## config.mk

```make
export PLATFORM = sky130hd
export DESIGN_NAME = two_term_power_of_two_quantizer
export DESIGN_NICKNAME = d
export VERILOG_FILES = /design/src/rtl/tpq_pkg.sv /design/src/rtl/tpq_term.sv /design/src/rtl/two_term_power_of_two_quantizer.sv
export SDC_FILE = /design/constraint.sdc
export NUM_CORES = 1
export LEC_CHECK = 0
export BUFFER_PORTS_ARGS = -buffer_cell sky130_fd_sc_hd__buf_2
export CORE_MARGIN = 3
export CORE_UTILIZATION = 50
export CTS_CLUSTER_DIAMETER = 120
export DETAILED_ROUTE_END_ITERATION = 10
export PLACE_DENSITY = 0.72
export SKIP_CTS_REPAIR_TIMING = 1
export SKIP_LAST_GASP = 1
export SYNTH_ARGS = -nofsm -noshare
export SYNTH_HDL_FRONTEND = slang
export SYNTH_SLANG_ARGS = --single-unit
```

## constraint.sdc

```tcl
create_clock -name i_clk -period 13.76 [get_ports i_clk]
set_input_delay 2.752 -clock i_clk [delete_from_list [all_inputs] [get_ports i_clk]]
set_output_delay 2.752 -clock i_clk [all_outputs]
set_load 0.1 [all_outputs]
```

## src/rtl/tpq_pkg.sv

```systemverilog
// Shared constants for the two-term power-of-two quantizer.
// Used by the term stage, the top level and the port checker; no dependencies.
package tpq_pkg;

    // Largest magnitude allowed for a term's index code.
    localparam int CODE_LIMIT = 7;

    // Width of the quantized result and of the padded output stream word.
    localparam int OUT_WIDTH  = 26;
    localparam int OUT_TW     = ((OUT_WIDTH + 7) / 8) * 8;

endpackage

```

## src/rtl/tpq_term.sv

```systemverilog
// One quantization term: two register stages, leading-one search then round and subtract.
// Depends on tpq_pkg for the code limit and the result width.
module tpq_term
    import tpq_pkg::*;
#(
    parameter int DATA_WIDTH = 32,
    parameter int FRAC_BITS  = 16,
    parameter int TERM_IDX   = 0
) (
    input  logic                  i_clk,
    input  logic                  i_rst_n,
    input  logic                  i_valid,
    output logic                  o_ready,
    input  logic [DATA_WIDTH:0]   i_resid,
    input  logic [OUT_WIDTH-1:0]  i_acc,
    output logic                  o_valid,
    input  logic                  i_ready,
    output logic [DATA_WIDTH:0]   o_resid,
    output logic [OUT_WIDTH-1:0]  o_acc
);

    localparam int RW     = DATA_WIDTH + 1;
    localparam int PW     = $clog2(RW);
    localparam int SW     = PW + 1;
    localparam int SH_LO  = FRAC_BITS + 1 - TERM_IDX - CODE_LIMIT;
    localparam int SH_HI  = FRAC_BITS + 1 - TERM_IDX + CODE_LIMIT;

    // Stage A: magnitude and leading-one position.
    logic                 r_a_valid;
    logic [RW-1:0]        r_a_resid;
    logic [RW-1:0]        r_a_mag;
    logic                 r_a_neg;
    logic [PW-1:0]        r_a_pos;
    logic [OUT_WIDTH-1:0] r_a_acc;

    // Stage B: updated residual and running sum.
    logic                 r_b_valid;
    logic [RW-1:0]        r_b_resid;
    logic [OUT_WIDTH-1:0] r_b_acc;

    logic                 w_ready_a;
    logic                 w_ready_b;

    logic                 n_neg;
    logic [RW-1:0]        n_mag;
    logic [PW-1:0]        n_pos;

    logic [RW:0]          w_mag2;
    logic [RW:0]          w_thr;
    logic                 w_up;
    logic [SW-1:0]        w_shift;
    logic                 w_in_range;
    logic                 w_take;
    logic [RW:0]          w_tmag;
    logic [RW:0]          w_rext;
    logic [RW-1:0]        n_resid;
    logic [OUT_WIDTH-1:0] n_acc;

    assign w_ready_b = !r_b_valid || i_ready;
    assign w_ready_a = !r_a_valid || w_ready_b;
    assign o_ready   = w_ready_a;

    // Absolute value and priority encoder; the highest set bit wins.
    always_comb begin
        n_neg = i_resid[RW-1];
        n_mag = n_neg ? (~i_resid + RW'(1)) : i_resid;
        n_pos = '0;
        for (int k = 0; k < RW; k++) begin
            if (n_mag[k]) begin
                n_pos = PW'(k);
            end
        end
    end

    // Round up when 2*mag > 3*2^pos, then check the index code range.
    always_comb begin
        w_mag2     = {r_a_mag, 1'b0};
        w_thr      = (RW + 1)'(3) << r_a_pos;
        w_up       = w_mag2 > w_thr;
        w_shift    = SW'(r_a_pos) + SW'(w_up);
        w_in_range = (int'(w_shift) >= SH_LO) && (int'(w_shift) <= SH_HI);
        w_take     = (r_a_mag != '0) && w_in_range;
        w_tmag     = (RW + 1)'(1) << w_shift;
        w_rext     = {r_a_resid[RW-1], r_a_resid};
        n_resid    = r_a_resid;
        n_acc      = r_a_acc;
        if (w_take) begin
            if (r_a_neg) begin
                n_resid = RW'(w_rext + w_tmag);
                n_acc   = r_a_acc - OUT_WIDTH'(w_tmag);
            end else begin
                n_resid = RW'(w_rext - w_tmag);
                n_acc   = r_a_acc + OUT_WIDTH'(w_tmag);
            end
        end
    end

    always_ff @(posedge i_clk) begin
        if (!i_rst_n) begin
            r_a_valid <= 1'b0;
            r_b_valid <= 1'b0;
        end else begin
            if (w_ready_a) begin
                r_a_valid <= i_valid;
            end
            if (w_ready_b) begin
                r_b_valid <= r_a_valid;
            end
        end
    end

    always_ff @(posedge i_clk) begin
        if (w_ready_a && i_valid) begin
            r_a_resid <= i_resid;
            r_a_mag   <= n_mag;
            r_a_neg   <= n_neg;
            r_a_pos   <= n_pos;
            r_a_acc   <= i_acc;
        end
        if (w_ready_b && r_a_valid) begin
            r_b_resid <= n_resid;
            r_b_acc   <= n_acc;
        end
    end

    assign o_valid = r_b_valid;
    assign o_resid = r_b_resid;
    assign o_acc   = r_b_acc;

endmodule

```

## src/rtl/two_term_power_of_two_quantizer.sv

```systemverilog
// Each term is a leading-one stage and a round stage; a transaction passes through them in turn.
// Throughput: one transaction per cycle when the output is not stalled.
// Every stage carries its own valid bit and loads whenever the stage after it can move.
// Reset: synchronous, active low; clears all valid bits, payload registers are not reset.
// Top level; instantiates TERMS copies of tpq_term and takes constants from tpq_pkg.
module two_term_power_of_two_quantizer
    import tpq_pkg::*;
#(
    parameter int TERMS      = 2,
    parameter int FRAC_BITS  = 16,
    parameter int DATA_WIDTH = 32
) (
    input  logic                                   i_clk,
    input  logic                                   i_rst_n,
    input  logic                                   s_axis_tvalid,
    output logic                                   s_axis_tready,
    // Fields from bit 0: weight (DATA_WIDTH bits, signed Q format), zero padding.
    input  logic [((DATA_WIDTH + 7) / 8) * 8 - 1:0] s_axis_tdata,
    output logic                                   m_axis_tvalid,
    input  logic                                   m_axis_tready,
    // Fields from bit 0: quantized (26 bits, signed), zero padding.
    output logic [OUT_TW-1:0]                      m_axis_tdata
);

    localparam int RW = DATA_WIDTH + 1;

    // Stage boundaries between terms. Index 0 is the input side, index TERMS the
    // output side; the last term's second stage doubles as the output register.
    logic                 w_valid [TERMS+1];
    logic                 w_ready [TERMS+1];
    logic [RW-1:0]        w_resid [TERMS+1];
    logic [OUT_WIDTH-1:0] w_acc   [TERMS+1];

    // The residual starts as the sign-extended weight and the sum starts at zero.
    assign w_valid[0]    = s_axis_tvalid;
    assign s_axis_tready = w_ready[0];
    assign w_resid[0]    = {s_axis_tdata[DATA_WIDTH-1], s_axis_tdata[DATA_WIDTH-1:0]};
    assign w_acc[0]      = '0;

    for (genvar g = 0; g < TERMS; g++) begin : g_term
        tpq_term #(
            .DATA_WIDTH (DATA_WIDTH),
            .FRAC_BITS  (FRAC_BITS),
            .TERM_IDX   (g)
        ) u_term (
            .i_clk   (i_clk),
            .i_rst_n (i_rst_n),
            .i_valid (w_valid[g]),
            .o_ready (w_ready[g]),
            .i_resid (w_resid[g]),
            .i_acc   (w_acc[g]),
            .o_valid (w_valid[g+1]),
            .i_ready (w_ready[g+1]),
            .o_resid (w_resid[g+1]),
            .o_acc   (w_acc[g+1])
        );
    end

    // Output side: the sum is already truncated to the result width.
    assign w_ready[TERMS] = m_axis_tready;
    assign m_axis_tvalid  = w_valid[TERMS];
    assign m_axis_tdata   = {{(OUT_TW - OUT_WIDTH){1'b0}}, w_acc[TERMS]};

endmodule

```

# == Word-level counts from Yosys, hierarchy flattened ==
# Cells that the tools add are included.
# classes
n_addsub,9
order_cmp,6
n_shift,4
n_mux,69
bitwise_logic,2
reduce_logical,18
# ops
cell,n
2-to-1 mux 5 bit,32
2-to-1 mux 33 bit,4
2-to-1 mux 26 bit,3
greater-than comparator 34 bit,2
<< shifter 2 x 6 -> 34 bit (first input constant),2
adder 33 x 1 -> 33 bit (second input constant),2
NOT 33 bit,2
nonzero test 33 bit,2
2-to-1 mux 4 bit,16
adder 33 bit,1
<< shifter 1 x 7 -> 33 bit (first input constant),1
subtractor 33 bit,1
adder 26 bit,1
<< shifter 1 x 7 -> 26 bit (first input constant),1
subtractor 1 x 26 -> 26 bit (first input constant),1
subtractor 26 bit,1
2-to-1 mux 3 bit,8
adder 6 x 1 -> 7 bit,2
>= comparator 7 x 4 -> 1 bit (second input constant),2
<= comparator 7 x 5 -> 1 bit (second input constant),2
logical AND 1 bit,8
2-to-1 mux 2 bit,4
logical NOT 1 bit,4
logical OR 1 bit,4
2-to-1 mux 1 bit,2
# word_totals
register_bits,227
in_bits,36

# == Logic depth before layout (Yosys ltp) ==
# logic_depth
ltp_word,34
depth_mapped,43

# == By module ==
# From an unflattened synthesis, not the netlist that was laid out.
# hier_totals
hier_cells,2512
hier_area_um2,23805.3
# by_module_without_submodules
module,n_inst,cells_each,area_each_um2,seq_area_each_um2
tpq_term (g_term[1].u_term),1,1266,12057.8,4724.5
tpq_term (g_term[0].u_term),1,1239,11698.7,4724.5
two_term_power_of_two_quantizer,1,7,48.8,0.0

# == Worst setup path after synthesis ==
# No wires, ideal clock.
# synth_timing
kind,input to register
from,in m_axis_tready
to,reg g_term[1].u_term.r_a_acc[0] (enable)
setup_ns,0.591
t_arrival_ns,7.641
t_required_ns,13.169
slack_ns,5.528
path_stages,2
n_path_buf,0
cell_sequence,nor2b_1 a21boi_0
# synth_via
elab_chain_len,3
# synth_rtl
item,line,source
from (decl),two_term_power_of_two_quantizer.sv:20,"input logic m_axis_tready,"
logical OR 1 bit,tpq_term.sv:59,assign w_ready_b = !r_b_valid || i_ready;
logical OR 1 bit,tpq_term.sv:60,assign w_ready_a = !r_a_valid || w_ready_b;
logical AND 1 bit,tpq_term.sv:113,if (w_ready_a && i_valid) begin
to (signal assigned),tpq_term.sv:118,r_a_acc <= i_acc;
to (decl),tpq_term.sv:34,logic [OUT_WIDTH-1:0] r_a_acc;
# Every way passes these cells.
# A chain may end at the register's enable or synchronous reset.

# == Worst setup path after layout ==
# layout_timing
from,reg g_term[0].u_term.r_a_pos[3]
to,"reg g_term[0].u_term.r_b_resid[29], data pin"
# layout_via
elab_chain_len,7
# layout_rtl
item,line,source
from (decl),tpq_term.sv:33,logic [PW-1:0] r_a_pos;
from (signal assigned),tpq_term.sv:117,r_a_pos <= n_pos;
<< shifter 2 x 6 -> 34 bit,tpq_term.sv:78,w_thr = (RW + 1)'(3) << r_a_pos;
greater-than comparator 34 bit,tpq_term.sv:79,w_up = w_mag2 > w_thr;
adder 6 x 1 -> 7 bit (*),tpq_term.sv:80,w_shift = SW'(r_a_pos) + SW'(w_up);
<< shifter 1 x 7 -> 33 bit (*),tpq_term.sv:83,w_tmag = (RW + 1)'(1) << w_shift;
via g_term[0].u_term.w_tmag[0],tpq_term.sv:54,logic [RW:0] w_tmag;
subtractor 33 bit / adder 33 bit (equally long branches),"tpq_term.sv:92, tpq_term.sv:89",
2-to-1 mux 33 bit (*),tpq_term.sv:88,if (r_a_neg) begin
2-to-1 mux 33 bit (*),tpq_term.sv:87,if (w_take) begin
via g_term[0].u_term.n_resid[29],tpq_term.sv:56,logic [RW-1:0] n_resid;
to (signal assigned),tpq_term.sv:121,r_b_resid <= n_resid;
to (decl),tpq_term.sv:38,logic [RW-1:0] r_b_resid;
# Mark *: on every way through the listed nets, which the timed path passes. The rest lies on a longest branch.

==> results.toml <==
[drt]
vias = 13870
wl_met2_um = 20840
first_pass_iters = 6
highest_layer = "met4"
drt_iter0_markers = 1404
final_antenna_net_count = 0
wl_met3_um = 2513
viasPerCell = 6.086
drt-met1-wl_um = 17850
drc = 0
wl_um = 42940
wl_per_cell_um = 18.85

[final_layout]
fillers = 2942
layout-area-overhead-vs-synth_pct = 8.581
layout.nets = 1990
fin_cells = 2278
stdcell_area_um2 = 18060
diodes = 0
drive_gt1_share_pct = 8.715

[timing]
max_freq_ghz = 0.1034
fin_skew_ns = 0.01819
worstMarginPinSlew_ns = 1.065
rsz0062_at_grt = "false"
drv_slew = 0
setup_tns_ns = 0
setup_ws_ns = 4.087
hold_viol_final = 0
setup_violations = 0
timing.hold.ws_ns = 0.4139
max-slew-margin-rel_pct = 28.47
fin_crit_sh_pct = 70.30
post-route-min-period_ns = 9.673

[synthesis]
synth_top_family_by_area = "compound AO/OA/AOI/OAI gates"
syn_inst = 1778
synth-edff-count = 221
yosys.area.top_type = "edfxtp_1"
synth.avg_cell_area_um2 = 9.357
synth_seq_cells = 225
ys_async_sr_fraction_pct = 0
synth_compound_area_share_pct = 19.20
yosys_most_used_dff = "edfxtp_1"
ys_top_cells_by_count = "221 x edfxtp_1, 212 x nand2_1, 147 x nor2_1"
ys_seq_area_share_pct = 40.37
synthMuxAreaShare_pct = 0.9626
yosys.area_share.simple_pct = 19.04
yosysMostFrequentCell = "edfxtp_1"
synth_top_area_share_pct = 39.89
yosysUniqueCellTypes = 92
synth.top_cells.by_area = "edfxtp_1 40%, ha_1 10%, nand2_1 4.8%, xnor2_1 3.8%, o21ai_0 3.7%"
synthXorXnorAreaFrac_pct = 6.731
synth_fa_ha_area_share_pct = 10.24
yosysWarnings = 0
synth_area_um2 = 16640

[placed_design]
port_buffers = 63
gp_congestion = 0.9908
dpl.hpwl_um = 33460
pre_cts_ws_ns = 4.332
dp.cells = 2234
placed_cell_area_um2 = 17350

[grt]
grt-ovfl-total = 0
grt_pass1_vias = 13080
antenna_found_initial = 0
grt_pass1_wl_um = 68780
grt_max_degree = 86
track_usage_pct = 23.89

[outcome]
status = "finished, final reports clean"

[hold_path]
hp-class = "reg2reg"

[power]
vdd_drop_max_v = 0.00007795
power_leakage_nw = 6.770
p_per_area_nw_per_um2 = 106.4

[clocking]
insertion_delay_ns = 0.55
cts_made_buffers = 25
cts_root_buffer = "clkbuf_16"
cts_num_sinks = 225
tritoncts = "done"
cts_max_path_buffers = 3
clkSlewWorstSetupHoldPaths_ns = 0.06
htree_levels = 1

[die]
rows = 66
start_util_pct = 50.88
core_um2 = 32700
dieArea_um2 = 35500
die_x_um = 188.4
die_y_um = 188.4
ios = 70

[critical_path]
r2r_setup_slack_ns = 4.09
end_kind = "register"
cp_slowest_cell = "edfxtp_1"
cp_common_cell = "o21ai_0"
endpoint = "g_term[0].u_term.o_resid[29]"
regToRegStartpoint = "g_term[0].u_term.r_a_pos[3]"
cpPeakStageDelay_ns = 0.86
crit_start = "g_term[0].u_term.r_a_pos[3]"
crit_type = "reg2reg"
startpoint_type = "register"
cp.arrival_ns = 9.93
rr_endpoint = "g_term[0].u_term.o_resid[29]"
crit_required_ns = 14.02
cp_max_fo = 26
r2r_cells = 33

[job]
cap_violations = 0
[registers in the layout (all words and copies together), names as in the netlist]
| signal | count |
|---|---|
| g_term.u_term.r_a_acc | 26 |
| g_term.u_term.r_a_neg | 2 |
| g_term.u_term.o_resid | 33 |
| g_term.u_term.r_a_pos | 12 |
| g_term.u_term.r_a_valid | 2 |
| g_term.u_term.o_valid | 2 |
| g_term.u_term.r_a_mag | 66 |
| g_term.u_term.r_a_resid | 30 |
| g_term.u_term.o_acc | 52 |
[final cells by class]
class / instances / area [µm²] / share of cell area (%)
clock buffer: 31 / 648.1 / 3.588
clock inverter: 13 / 65.06 / 0.3602
inverter: 64 / 240.2 / 1.330
multi-input combinational: 1428 / 9437 / 52.24
sequential: 225 / 6716 / 37.18
tap: 442 / 553.0 / 3.061
timing repair buffer: 75 / 405.4 / 2.244
[how the worst min path moves through the flow]
stage | endpoint | start | slack, ns | cells after the start
2_1_floorplan | g_term[1].u_term.r_a_acc[0] | g_term[0].u_term.o_acc[0] | 0.40 | 0
3_3_place_gp | g_term[1].u_term.r_a_acc[2] | g_term[0].u_term.o_acc[2] | 0.40 | 0
3_5_place_dp | g_term[1].u_term.r_a_acc[10] | g_term[0].u_term.o_acc[10] | 0.40 | 0
4_1_cts | g_term[1].u_term.r_a_acc[2] | g_term[0].u_term.o_acc[2] | 0.41 | 0
5_1_grt | g_term[1].u_term.r_a_acc[2] | g_term[0].u_term.o_acc[2] | 0.42 | 0
6_report | g_term[1].u_term.r_a_acc[2] | g_term[0].u_term.o_acc[2] | 0.41 | 0
[where the power goes]
part,internal [mW],leakage (nW),switching (mW)
registers,0.802,2.26,0.0358
clock network,0.332,0.343,0.267
logic,0.175,4.17,0.312
total,1.31,6.77,0.614
[metrics by stage]
| stage | power [mW] | utilization [%] |
|---|---|---|
| 4_1_cts | 1.928 | 55.24 |
| 6_report | 1.922 | 55.24 |
| 3_5_place_dp | 1.328 | 53.06 |
| 2_1_floorplan | 1.206 | - |
| 3_3_place_gp | 1.317 | 53.06 |
| 5_1_grt | 2.020 | 55.24 |
[cells by family (layout without fill, tap and decap cells)]
| kind of cell | after synthesis | in the layout |
|---|---|---|
| flip-flops | 225 | 225 |
| AND/OR/NAND/NOR | 647 | 647 |
| buffers and inverters | 137 | 183 |
| other | 1 | 13 |
| XOR/XNOR | 127 | 127 |
| AO/OA/AOI/OAI | 491 | 491 |
| adder cells (fa/ha/maj) | 135 | 135 |
| multiplexers | 15 | 15 |
[layout by cell type, fill, tap and decap left out, drive strengths merged, types with 7 or more instances in the layout]
cell type,count
a211oi,19
a21o,39
a21oi,120
a221oi,7
a31oi,21
and2,12
and3,10
buf,75
clkbuf,31
clkinv,11
conb,13
edfxtp,221
ha,133
inv,64
mux2,8
mux2i,7
nand2,213
nand2b,27
nand3,46
nand4,19
nor2,151
nor2b,22
nor3,50
nor4,22
o211ai,7
o21a,22
o21ai,125
o21bai,9
o22ai,8
o31a,7
o31ai,30
o41ai,18
or2,18
or3,19
or4,20
xnor2,74
xor2,53
[worst max-delay path, delay by kind of cell (launching register included)]
kind | cells | cell delay [ns]
compound gates | 11 | 3.10
flops | 1 | 0.86
xor+xnor | 2 | 0.40
simple gates | 14 | 3.61
fa+ha+maj | 4 | 1.24
buf+inv | 2 | 0.17
[per-layer routing]
layer / global-route usage (%) / vias to the layer above
met5: 0 / -
met4: 8.851 / 0
met3: 2.716 / 116
met2: 41.38 / 511
met1: 31.00 / 6505
li1: - / 6733
Note: power is estimated with default switching activity, not from simulation.
